### src/hdl/sha_pkg.sv
// ---------------------------------------------------------------------------
// sha_pkg
// types, constants and round functions shared by the sha-256 hasher
// ---------------------------------------------------------------------------
package sha_pkg;

   localparam int unsigned NumRounds = 64;
   localparam int unsigned BlockBytes = 64;
   localparam int unsigned PadLimit = 56;
   localparam logic [7:0] PadByte = 8'h80;

   typedef enum logic {
      CMD_ABSORB = 1'b0,
      CMD_FINISH = 1'b1
   } cmd_type;

   typedef struct packed {
      cmd_type    command;
      logic [7:0] data_byte;
   } req_type;

   typedef struct packed {
      logic [31:0] digest_word;
      logic [2:0]  word_index;
      logic        last;
   } rsp_type;

   // controller states
   typedef enum logic [2:0] {
      ST_IDLE,
      ST_PAD,
      ST_PAD_LEN,
      ST_LOAD,
      ST_ROUND,
      ST_ADD,
      ST_EMIT
   } state_type;

   // controller to datapath
   typedef struct packed {
      logic       buf_write;    // write one byte into the block buffer
      logic [5:0] buf_addr;
      logic [7:0] buf_data;
      logic       count_byte;   // advance byte total
      logic       work_load;    // copy chain into working vars
      logic       round_step;   // one round
      logic [5:0] round_idx;
      logic       chain_add;    // fold working vars into chain
      logic       emit_shift;   // rotate chain by one word for output
      logic       reinit;       // restore initial state
   } ctl_type;

   // datapath to controller
   typedef struct packed {
      logic [63:0] bit_len;
   } sts_type;

   localparam logic [31:0] InitChain [8] = '{
      32'h6a09e667, 32'hbb67ae85, 32'h3c6ef372, 32'ha54ff53a,
      32'h510e527f, 32'h9b05688c, 32'h1f83d9ab, 32'h5be0cd19
   };

   localparam logic [31:0] RoundK [64] = '{
      32'h428a2f98, 32'h71374491, 32'hb5c0fbcf, 32'he9b5dba5,
      32'h3956c25b, 32'h59f111f1, 32'h923f82a4, 32'hab1c5ed5,
      32'hd807aa98, 32'h12835b01, 32'h243185be, 32'h550c7dc3,
      32'h72be5d74, 32'h80deb1fe, 32'h9bdc06a7, 32'hc19bf174,
      32'he49b69c1, 32'hefbe4786, 32'h0fc19dc6, 32'h240ca1cc,
      32'h2de92c6f, 32'h4a7484aa, 32'h5cb0a9dc, 32'h76f988da,
      32'h983e5152, 32'ha831c66d, 32'hb00327c8, 32'hbf597fc7,
      32'hc6e00bf3, 32'hd5a79147, 32'h06ca6351, 32'h14292967,
      32'h27b70a85, 32'h2e1b2138, 32'h4d2c6dfc, 32'h53380d13,
      32'h650a7354, 32'h766a0abb, 32'h81c2c92e, 32'h92722c85,
      32'ha2bfe8a1, 32'ha81a664b, 32'hc24b8b70, 32'hc76c51a3,
      32'hd192e819, 32'hd6990624, 32'hf40e3585, 32'h106aa070,
      32'h19a4c116, 32'h1e376c08, 32'h2748774c, 32'h34b0bcb5,
      32'h391c0cb3, 32'h4ed8aa4a, 32'h5b9cca4f, 32'h682e6ff3,
      32'h748f82ee, 32'h78a5636f, 32'h84c87814, 32'h8cc70208,
      32'h90befffa, 32'ha4506ceb, 32'hbef9a3f7, 32'hc67178f2
   };

   function automatic logic [31:0] rotr(input logic [31:0] x, input logic [4:0] n);
      rotr = (x >> n) | (x << (6'd32 - {1'b0, n}));
   endfunction

   function automatic logic [31:0] sig0(input logic [31:0] x);
      sig0 = rotr(x, 5'd7) ^ rotr(x, 5'd18) ^ (x >> 3);
   endfunction

   function automatic logic [31:0] sig1(input logic [31:0] x);
      sig1 = rotr(x, 5'd17) ^ rotr(x, 5'd19) ^ (x >> 10);
   endfunction

   function automatic logic [31:0] bsig0(input logic [31:0] x);
      bsig0 = rotr(x, 5'd2) ^ rotr(x, 5'd13) ^ rotr(x, 5'd22);
   endfunction

   function automatic logic [31:0] bsig1(input logic [31:0] x);
      bsig1 = rotr(x, 5'd6) ^ rotr(x, 5'd11) ^ rotr(x, 5'd25);
   endfunction

endpackage

### src/hdl/sha_ctrl.sv
// ---------------------------------------------------------------------------
// sha_ctrl
// sequencer: byte intake, padding, round counting and digest output
// ---------------------------------------------------------------------------
module sha_ctrl import sha_pkg::*; (
   input  logic    clock,
   input  logic    reset,
   input  logic    req_valid,
   input  req_type req_data,
   output logic    req_stall,
   output logic    rsp_valid,
   input  logic    rsp_stall,
   output logic    rsp_last,
   output logic [2:0] rsp_index,
   input  sts_type sts,
   output ctl_type ctl
);

   state_type  state_ff, state_in;
   logic [5:0] fill_ff, fill_in;     // bytes pending
   logic [5:0] cnt_ff, cnt_in;       // pad address / round / word index
   logic       final_ff, final_in;   // current block is the last one
   logic       spill_ff, spill_in;   // set when a finish needs a second block

   always_ff @(posedge clock) begin
      if (reset) begin
         state_ff <= ST_IDLE;
         fill_ff  <= '0;
         cnt_ff   <= '0;
         final_ff <= 1'b0;
      end else begin
         state_ff <= state_in;
         fill_ff  <= fill_in;
         cnt_ff   <= cnt_in;
         final_ff <= final_in;
      end
   end

   always_comb begin
      state_in  = state_ff;
      fill_in   = fill_ff;
      cnt_in    = cnt_ff;
      final_in  = final_ff;
      ctl       = '0;
      req_stall = 1'b1;
      rsp_valid = 1'b0;
      rsp_last  = (cnt_ff[2:0] == 3'd7);
      rsp_index = cnt_ff[2:0];
      ctl.round_idx = cnt_ff;
      unique case (state_ff)
         ST_IDLE: begin
            req_stall = 1'b0;
            if (req_valid) begin
               if (req_data.command == CMD_ABSORB) begin
                  ctl.buf_write  = 1'b1;
                  ctl.buf_addr   = fill_ff;
                  ctl.buf_data   = req_data.data_byte;
                  ctl.count_byte = 1'b1;
                  fill_in        = fill_ff + 6'd1;
                  if (fill_ff == 6'd63) begin
                     final_in = 1'b0;
                     state_in = ST_LOAD;
                  end
               end else begin
                  ctl.buf_write = 1'b1;
                  ctl.buf_addr  = fill_ff;
                  ctl.buf_data  = PadByte;
                  cnt_in        = fill_ff + 6'd1;
                  final_in      = (fill_ff < 6'(PadLimit));
                  if (fill_ff == 6'd63) state_in = ST_LOAD;
                  else state_in = ST_PAD;
               end
            end
         end
         ST_PAD: begin
            // zero fill; the final block stops at the length field
            ctl.buf_write = 1'b1;
            ctl.buf_addr  = cnt_ff;
            ctl.buf_data  = '0;
            if (final_ff && cnt_ff >= 6'(PadLimit)) begin
               ctl.buf_write = 1'b0;
               state_in = ST_PAD_LEN;
            end else begin
               cnt_in = cnt_ff + 6'd1;
               if (cnt_ff == 6'd63) state_in = ST_LOAD;
            end
         end
         ST_PAD_LEN: begin
            ctl.buf_write = 1'b1;
            ctl.buf_addr  = cnt_ff;
            ctl.buf_data  = sts.bit_len[8'(6'd63 - cnt_ff) * 8 +: 8];
            cnt_in        = cnt_ff + 6'd1;
            if (cnt_ff == 6'd63) state_in = ST_LOAD;
         end
         ST_LOAD: begin
            ctl.work_load = 1'b1;
            cnt_in   = '0;
            state_in = ST_ROUND;
         end
         ST_ROUND: begin
            ctl.round_step = 1'b1;
            cnt_in = cnt_ff + 6'd1;
            if (cnt_ff == 6'd63) state_in = ST_ADD;
         end
         ST_ADD: begin
            ctl.chain_add = 1'b1;
            fill_in = '0;
            cnt_in  = '0;
            if (spill_ff) begin
               // spill block of a finish: resume padding into the final block
               final_in = 1'b1;
               state_in = ST_PAD;
            end else if (final_ff) state_in = ST_EMIT;
            else state_in = ST_IDLE;
         end
         ST_EMIT: begin
            rsp_valid = 1'b1;
            if (!rsp_stall) begin
               ctl.emit_shift = 1'b1;
               cnt_in = cnt_ff + 6'd1;
               if (cnt_ff[2:0] == 3'd7) begin
                  ctl.reinit = 1'b1;
                  cnt_in   = '0;
                  final_in = 1'b0;
                  fill_in  = '0;
                  state_in = ST_IDLE;
               end
            end
         end
         default: state_in = ST_IDLE;
      endcase
   end

   always_ff @(posedge clock) begin
      if (reset) spill_ff <= 1'b0;
      else spill_ff <= spill_in;
   end
   always_comb begin
      spill_in = spill_ff;
      if (state_ff == ST_IDLE && req_valid && req_data.command == CMD_FINISH)
         spill_in = (fill_ff >= 6'(PadLimit));
      else if (state_ff == ST_ADD) spill_in = 1'b0;
   end

endmodule

### src/hdl/sha_dp.sv
// ---------------------------------------------------------------------------
// sha_dp
// message window doubling as block buffer, round unit and chaining words
// ---------------------------------------------------------------------------
module sha_dp import sha_pkg::*; (
   input  logic        clock,
   input  logic        reset,
   input  ctl_type     ctl,
   output sts_type     sts,
   output logic [31:0] digest_word
);

   logic [31:0] w_ff [16];
   logic [31:0] chain_ff [8], chain_in [8];
   logic [31:0] v_ff [8];
   logic [63:0] total_ff, total_in;
   logic [31:0] w_cur, w_new, t1, t2;

   // schedule: a 16-word window, word i at slot 0
   assign w_new = w_ff[0] + sig0(w_ff[1]) + w_ff[9] + sig1(w_ff[14]);
   assign w_cur = w_ff[0];

   // bytes land big-endian in the window; rounds then shift it
   always_ff @(posedge clock) begin
      if (ctl.buf_write) begin
         w_ff[ctl.buf_addr[5:2]][{~ctl.buf_addr[1:0], 3'b000} +: 8] <= ctl.buf_data;
      end else if (ctl.round_step) begin
         for (int i = 0; i < 15; i++) w_ff[i] <= w_ff[i+1];
         w_ff[15] <= w_new;
      end
   end

   assign t1 = v_ff[7] + bsig1(v_ff[4]) + ((v_ff[4] & v_ff[5]) ^ (~v_ff[4] & v_ff[6]))
             + RoundK[ctl.round_idx] + w_cur;
   assign t2 = bsig0(v_ff[0])
             + ((v_ff[0] & v_ff[1]) ^ (v_ff[0] & v_ff[2]) ^ (v_ff[1] & v_ff[2]));

   always_ff @(posedge clock) begin
      if (ctl.work_load) begin
         for (int i = 0; i < 8; i++) v_ff[i] <= chain_ff[i];
      end else if (ctl.round_step) begin
         v_ff[7] <= v_ff[6];
         v_ff[6] <= v_ff[5];
         v_ff[5] <= v_ff[4];
         v_ff[4] <= v_ff[3] + t1;
         v_ff[3] <= v_ff[2];
         v_ff[2] <= v_ff[1];
         v_ff[1] <= v_ff[0];
         v_ff[0] <= t1 + t2;
      end
   end

   always_comb begin
      for (int i = 0; i < 8; i++) chain_in[i] = chain_ff[i];
      total_in = total_ff;
      if (ctl.count_byte) total_in = total_ff + 64'd1;
      if (ctl.chain_add) begin
         for (int i = 0; i < 8; i++) chain_in[i] = chain_ff[i] + v_ff[i];
      end
      if (ctl.emit_shift) begin
         for (int i = 0; i < 7; i++) chain_in[i] = chain_ff[i+1];
         chain_in[7] = chain_ff[0];
      end
      if (ctl.reinit) begin
         for (int i = 0; i < 8; i++) chain_in[i] = InitChain[i];
         total_in = '0;
      end
   end

   always_ff @(posedge clock) begin
      if (reset) begin
         for (int i = 0; i < 8; i++) chain_ff[i] <= InitChain[i];
         total_ff <= '0;
      end else begin
         for (int i = 0; i < 8; i++) chain_ff[i] <= chain_in[i];
         total_ff <= total_in;
      end
   end

   assign sts.bit_len = {total_ff[60:0], 3'b000};
   assign digest_word = chain_ff[0];

endmodule

### src/hdl/sha256_stream_hasher_unit.sv
// ---------------------------------------------------------------------------
// sha256_stream_hasher_unit
// byte-serial sha-256 hasher with eight-word digest output
// ---------------------------------------------------------------------------
// channel  direction  word
// req      in         command, data_byte
// rsp      out        digest_word, word_index, last
//
// an absorb writes one byte; the 64th byte of a block also starts a compression
// (load, 64 rounds on one round unit, chain add)
// a finish pads one byte a cycle to the block end, compresses once or twice,
// then shows eight digest words, one per cycle when rsp_stall is low
// reset is synchronous and restores the initial chain; req stalls while busy
module sha256_stream_hasher_unit import sha_pkg::*; (
   input  logic    clock,
   input  logic    reset,
   input  logic    req_valid,
   input  req_type req_data,
   output logic    req_stall,
   output logic    rsp_valid,
   output rsp_type rsp_data,
   input  logic    rsp_stall
);

   ctl_type     ctl;
   sts_type     sts;
   logic [31:0] digest_word;
   logic [2:0]  word_index;
   logic        last;

   // sequencer
   sha_ctrl u_ctrl (
      .clock     (clock),
      .reset     (reset),
      .req_valid (req_valid),
      .req_data  (req_data),
      .req_stall (req_stall),
      .rsp_valid (rsp_valid),
      .rsp_stall (rsp_stall),
      .rsp_last  (last),
      .rsp_index (word_index),
      .sts       (sts),
      .ctl       (ctl)
   );

   // buffer, schedule, rounds, chain
   sha_dp u_dp (
      .clock       (clock),
      .reset       (reset),
      .ctl         (ctl),
      .sts         (sts),
      .digest_word (digest_word)
   );

   assign rsp_data = '{digest_word: digest_word, word_index: word_index, last: last};

endmodule

### config.mk
export PLATFORM = sky130hd
export DESIGN_NAME = sha256_stream_hasher_unit
export DESIGN_NICKNAME = d
export VERILOG_FILES = /design/src/hdl/sha_pkg.sv /design/src/hdl/sha_ctrl.sv /design/src/hdl/sha_dp.sv /design/src/hdl/sha256_stream_hasher_unit.sv
export SDC_FILE = /design/constraint.sdc
export NUM_CORES = 2
export LEC_CHECK = 0
export BUFFER_PORTS_ARGS = -buffer_cell sky130_fd_sc_hd__buf_2
export CORE_MARGIN = 2
export CORE_UTILIZATION = 40
export DETAILED_ROUTE_END_ITERATION = 8
export SLEW_MARGIN = 20
export SYNTH_ARGS = -nofsm -noshare
export SYNTH_HDL_FRONTEND = slang
export SYNTH_HIERARCHICAL = 1
export SYNTH_SLANG_ARGS = --single-unit
export TNS_END_PERCENT = 100
### constraint.sdc
create_clock -name clock -period 21.4 [get_ports clock]
set_clock_uncertainty 0.05 [all_clocks]
set_input_delay 2.14 -clock clock [delete_from_list [all_inputs] [get_ports clock]]
set_output_delay 2.14 -clock clock [all_outputs]
set_load 0.02 [all_outputs]
# Word-level counts from Yosys, hierarchy flattened
# Memory sizes are Yosys's and may differ from the RTL's.
# Index checks and enable logic that the tools add are counted.
# op_classes
n_eq_ne,18
shift,3
reduce_logical,15
n_mux,82
n_addsub,23
magnitude_cmp,4
bitwise_logic,45
# ops
operator,count
256-bit 2-to-1 mux,3
32-bit 2-to-1 mux,21
32-bit adder,18
32-bit bitwise XOR,9
32-bit bitwise AND,5
"64-bit by 1-bit adder with 64-bit output, second input constant",1
64-bit by 12-bit indexed part select with 8-bit output,1
6-bit 2-to-1 mux,9
15-bit case mux with 3 select lines,1
32-bit NOT,1
10-bit by 32-bit bitwise OR with 32-bit output,1
13-bit by 32-bit bitwise OR with 32-bit output,1
14-bit by 32-bit bitwise OR with 32-bit output,1
15-bit by 32-bit bitwise OR with 32-bit output,1
19-bit by 32-bit bitwise OR with 32-bit output,1
21-bit by 32-bit bitwise OR with 32-bit output,1
25-bit by 32-bit bitwise OR with 32-bit output,1
26-bit by 32-bit bitwise OR with 32-bit output,1
30-bit by 32-bit bitwise OR with 32-bit output,1
7-bit by 32-bit bitwise OR with 32-bit output,1
32-bit OR reduction,1
"8-bit by 7-bit variable shift with 32-bit output, first input constant",1
8-bit by 7-bit indexed part select with 32-bit output,1
32-bit by 22-bit bitwise XOR with 32-bit output,1
other kinds (35),107
# totals
romBits,2048
elab_cells,200
output_inout_bits,38
register_bits,81
mem_bits_rw,1024
n_memories,4
# memory_table
memory,depth,width,read_ports,rd_ports_with_merged_regs,wr,line,rtl
(no name shown),64,32,1,0,0,sha_dp.sv:34,+ RoundK[ctl.round_idx] + w_cur;
u_dp.w_ff,16,32,16,0,16,sha_dp.sv:13,logic [31:0] w_ff [16];
u_dp.chain_ff,8,32,8,0,8,sha_dp.sv:14,"logic [31:0] chain_ff [8], chain_in [8];"
u_dp.v_ff,8,32,8,0,8,sha_dp.sv:15,logic [31:0] v_ff [8];

# Longest topological paths before layout
# An unclocked memory read counts as a cell.
# depth
word_depth,10
depth_mapped,42
mapped_depth_nobuf,41

# Modules after synthesis
# The synthesis kept the hierarchy.
# modules_own_cells
mod,area_each_um2,cells_per_inst,seq_area_each_um2,n_inst
sha_dp,72301.8,7607,29408.2,1
sha_ctrl,2028.2,249,340.3,1
sha256_stream_hasher_unit,7.5,1,0.0,1

# Worst setup path after synthesis
# OpenSTA, ideal clock, no wires.
# synth_timing
path_type,reg2reg
start,register u_ctrl.cnt_ff[1]
end,"memory u_dp.v_ff[0][31], data pin"
synth_period_minus_slack_ps,8962
t_arrival_ps,8648
stages_incl_launch_ff,41
slack_ps,12438
n_path_buf,3
cell_sequence,dfxtp_1 > clkbuf_1 > clkinv_1 > ha_1 > clkbuf_1 > nand2b_1 > clkbuf_1 > a311oi_1 > a21oi_1 > o21a_1 > fa_1 > inv_1 > fa_1 > fa_1 > inv_1 > ha_1 > inv_1 > fa_1 > [... 5 more ...] > o21ai_0 > a21oi_1 > o21bai_1 > a21oi_1 > xnor2_1 > inv_1 > fa_1 > inv_1 > ha_1 > inv_1 > or3_1 > or3_1 > a31oi_1 > a31oi_1 > o21ba_1 > xnor2_1 > xnor2_1 > o21ai_1
# synth_rtl
item,line,rtl
from (decl),sha_ctrl.sv:21,"logic [5:0] cnt_ff, cnt_in;"
from (signal assigned),sha_ctrl.sv:34,cnt_ff <= cnt_in;
to (decl),sha_dp.sv:15,

==> flow_summary.toml <==
[outcome]
status = "finished clean"

[timing]
slew-limit-headroom_pct = 22.1
finalMaxSlewViolations = 0
setup_viol = 0
setup_tns_ps = 0
timing.fmax_ghz = 0.0931
period_minus_slack_ps = 10740
fin_crit_sh_pct = 50.2
worst_slew_pin_slew_ps = 1160
finalHoldViolCount = 0
rsz0062_at_grt = "false"

[synthesis]
synth_warnings = 6
synth_edf_count = 768
synth.distinct_cells = 111
yosysSeqAreaShare_pct = 40.0
synth-async-reset-ratio_pct = 0
synth-main-ff-cell = "edfxtp_1"
synth_area_um2 = 74300
ys_seq_elements = 1102
netlist_instances = 7857
avgSynthCellArea_um2 = 9.46
synth_largest_area_cell = "edfxtp_1"
yosysTopAreaCellShare_pct = 31.0
ys_top_cells_by_area = "edfxtp_1 31%, dfxtp_1 9.0%, a21o_1 7.0%"

[power_and_ir_drop]
combPwrFrac_pct = 62.6
p_clk_share_pct = 18.3
p_leak_nw = 34.8
total_power_mw = 12.5
swShare_pct = 45.7
power_switching_mw = 5.72
p_seq_share_pct = 19.1
internal-power_mw = 6.79
vdd_drop_max_uv = 176
power.density_nw_per_um2 = 155

[grt]
gr-usage-met3_pct = 3.26
grt_max_degree = 206
grtUsageTotal_pct = 25.9
antenna_found_initial = 0
grt.busiest_layer = "met2"
grt.met1_usage_pct = 34.9
grt_pass1_vias = 57600
grtUsageMet2_pct = 41.9
grt_pass1_wl_mm = 373
overflow = 0

[cells_and_area]
drive_above_1_share_pct = 5.90
nNetsFinal = 8232
area_growth_pct = 8.60

[detailed_routing]
vias = 59000
routed_wl_mm = 251
drtIter0Drc = 5665
drcViolationCount = 0
avgRoutedWirePerCell_um = 24.5
vias_per_cell = 5.78
drtPass1Iterations = 6
ant_nets = 0

[worst_hold_path]
whs_path_depth = 1
min_to = "u_dp/w_ff[3][31]"
hold_path_class = "reg2reg"
timing.hold.worst.start = "u_dp/w_ff[4][31]"

[floorplanning]
die_h_um = 435
core_area_um2 = 185000
pin_count = 51
fp-row-count = 158
start_util_pct = 40.2
dieArea_um2 = 189000
dieWidth_um = 435

[worst_setup_path]
worstSetupStartpointType = "flop"
r2r-end = "u_dp/v_ff[0][31]"
rrSetupSlack_ps = 10660
reg2reg_from = "u_ctrl/cnt_ff[1]"
rr_worst_depth = 38
worst_ep_arrival_time_ps = 11220
end_kind = "flop"
cpPeakStageDelay_ps = 630
critPathSlowestCell = "ha_1"
crit_type = "reg2reg"
worst-endpoint-required_ps = 21880
worstPathMaxFanout = 39

[clock_network]
cts-root-buf = "clkbuf_16"
cts_resized = 0
cts_tree = "built"
clk_path_buf_depth = 3
cts_hold_buf = 0
h-tree-depth = 4
clock-sinks = 1102
clk_pin_slew_worst_paths_ps = 60
cts_made_buffers = 135
insertion_delay_ps = 820
post_cts_buffers = 0

[placed_design]
port_buffers = 50
gp_congestion = 0.957
dp_hpwl_mm = 182

[run]
max_cap_violations = 0
-- cells in the mapped netlist (63+ instances only) --
master	count
nand2_1	1099
edfxtp_1	768
a21o_1	693
a21oi_1	574
nor2_1	476
o21ai_0	472
clkbuf_1	418
xnor2_1	413
ha_1	396
inv_1	343
dfxtp_1	334
xor2_1	212
fa_1	195
nand3_1	121
mux2i_1	118
a211oi_1	85
nor3_1	82
o211ai_1	81
nor2b_1	73
a31oi_1	63
-- state kept, by name (all words and copies together), names as in the netlist --
name             flops
u_ctrl/final_ff      1
u_ctrl/state_ff      3
u_ctrl/fill_ff       6
u_dp/chain_ff      256
u_ctrl/spill_ff      1
u_dp/v_ff          256
u_dp/w_ff          512
u_dp/total_ff       61
u_ctrl/cnt_ff        6
-- through the flow --
stage	setup WS, ps	util, %	cell area [um2]	hold slack (ps)	instances
final	10660	43.6	80700	452	10200
after global routing	9990	43.6	80700	469	10200
after CTS	10800	43.6	80700	448	10200
after detailed placement	10880	41.3	76400	452	9971
after global placement	10990	41.3	76400	432	9971
after floorplan	12440	-	74300	414	7859
-- worst max-delay path by stage --
stage / to / from / cells past startpoint
detailed placement: u_dp/v_ff[0][31] / u_ctrl/cnt_ff[1] / 39
finish: u_dp/v_ff[0][31] / u_ctrl/cnt_ff[1] / 38
floorplan: u_dp/v_ff[0][31] / u_ctrl/cnt_ff[1] / 40
CTS: u_dp/v_ff[0][31] / u_ctrl/cnt_ff[1] / 38
global route: u_dp/v_ff[0][29] / u_ctrl/cnt_ff[1] / 40
global placement: u_dp/v_ff[0][31] / u_ctrl/cnt_ff[1] / 39
-- per-layer routing --
metal | vias to the layer above | wire length (um)
met5 | - | 0
met4 | 0 | 11000
met3 | 440 | 15200
met2 | 2151 | 116000
met1 | 29100 | 109000
li1 | 27400 | -
-- power groups by stage --
stage / clock (mW) / combinational, mW / sequential, mW
after floorplan: 0 / 5.80 / 2.40
after global placement: 0 / 7.57 / 2.44
after detailed placement: 0 / 7.66 / 2.44
after CTS: 2.34 / 7.71 / 2.39
after global routing: 2.42 / 8.66 / 2.40
final: 2.29 / 7.83 / 2.39
-- cell type report --
| class | instances | area (um2) |
|---|---|---|
| clock inverter | 61 | 694 |
| tap | 2480 | 3100 |
| multi-input combinational | 5896 | 41200 |
| antenna | 1 | 2.50 |
| timing repair buffer | 148 | 1040 |
| fill | 17900 | 104000 |
| inverter | 345 | 1300 |
| clock buffer | 181 | 3670 |
| sequential | 1102 | 29800 |
-- logic make-up (layout without fill, tap and decap cells) --
logic type      after synthesis  in the layout  synth area share (%)
flops                      1102           1102                  40.0
fa+ha+maj                   595            595                  12.0
compound gates             2342           2342                  20.4
other cells                   1              4               0.00504
buf+inv                     861            735                  4.72
xor+xnor                    626            626                  7.39
mux                         170            170                  2.76
simple gates               2160           2160                  12.7
-- critical path: cells and delay by family (launching register included) --
kind | cells | cell delay [ps]
adder cells (fa/ha/maj) | 8 | 3500
XOR/XNOR | 3 | 560
AO/OA/AOI/OAI | 14 | 2970
buffers and inverters | 7 | 1240
flip-flops | 1 | 310
AND/OR/NAND/NOR | 6 | 1790
-- placed cells by master, fill, tap and decap left out, types with 17 or more instances in the layout --
| cell | synthesis | final |
|---|---|---|
| nor2b_1 | 73 | 71 |
| mux2i_1 | 118 | 118 |
| xnor2_1 | 413 | 413 |
| inv_1 | 343 | 342 |
| or3_1 | 36 | 36 |
| xor2_1 | 212 | 212 |
| clkinv_1 | 2 | 18 |
| nand2_1 | 1099 | 1097 |
| o211ai_1 | 81 | 81 |
| o31ai_1 | 26 | 26 |
| a311oi_1 | 17 | 17 |
| edfxtp_1 | 768 | 768 |
| clkbuf_1 | 418 | 35 |
| nor3_1 | 82 | 82 |
| clkbuf_16 | 0 | 137 |
| o21ai_1 | 28 | 60 |
| buf_4 | 41 | 94 |
| nand4_1 | 32 | 32 |
| mux2_2 | 26 | 26 |
| o21bai_1 | 29 | 29 |
| nand2b_1 | 59 | 57 |
| a21o_1 | 693 | 693 |
| ha_1 | 396 | 396 |
| dfxtp_1 | 334 | 328 |
| a211o_1 | 18 | 18 |
| o21a_1 | 51 | 51 |
| and4_1 | 17 | 17 |
| and2_1 | 45 | 44 |
| and3_1 | 46 | 46 |
| nor2_1 | 476 | 473 |
| o21ai_0 | 472 | 440 |
| a31oi_1 | 63 | 63 |
| a211oi_1 | 85 | 85 |
| mux4_2 | 25 | 25 |
| a21oi_1 | 574 | 574 |
| nand3_1 | 121 | 121 |
| buf_2 | 9 | 50 |
| o22ai_1 | 23 | 23 |
| fa_1 | 195 | 195 |
(Power assumes the default switching activity.)
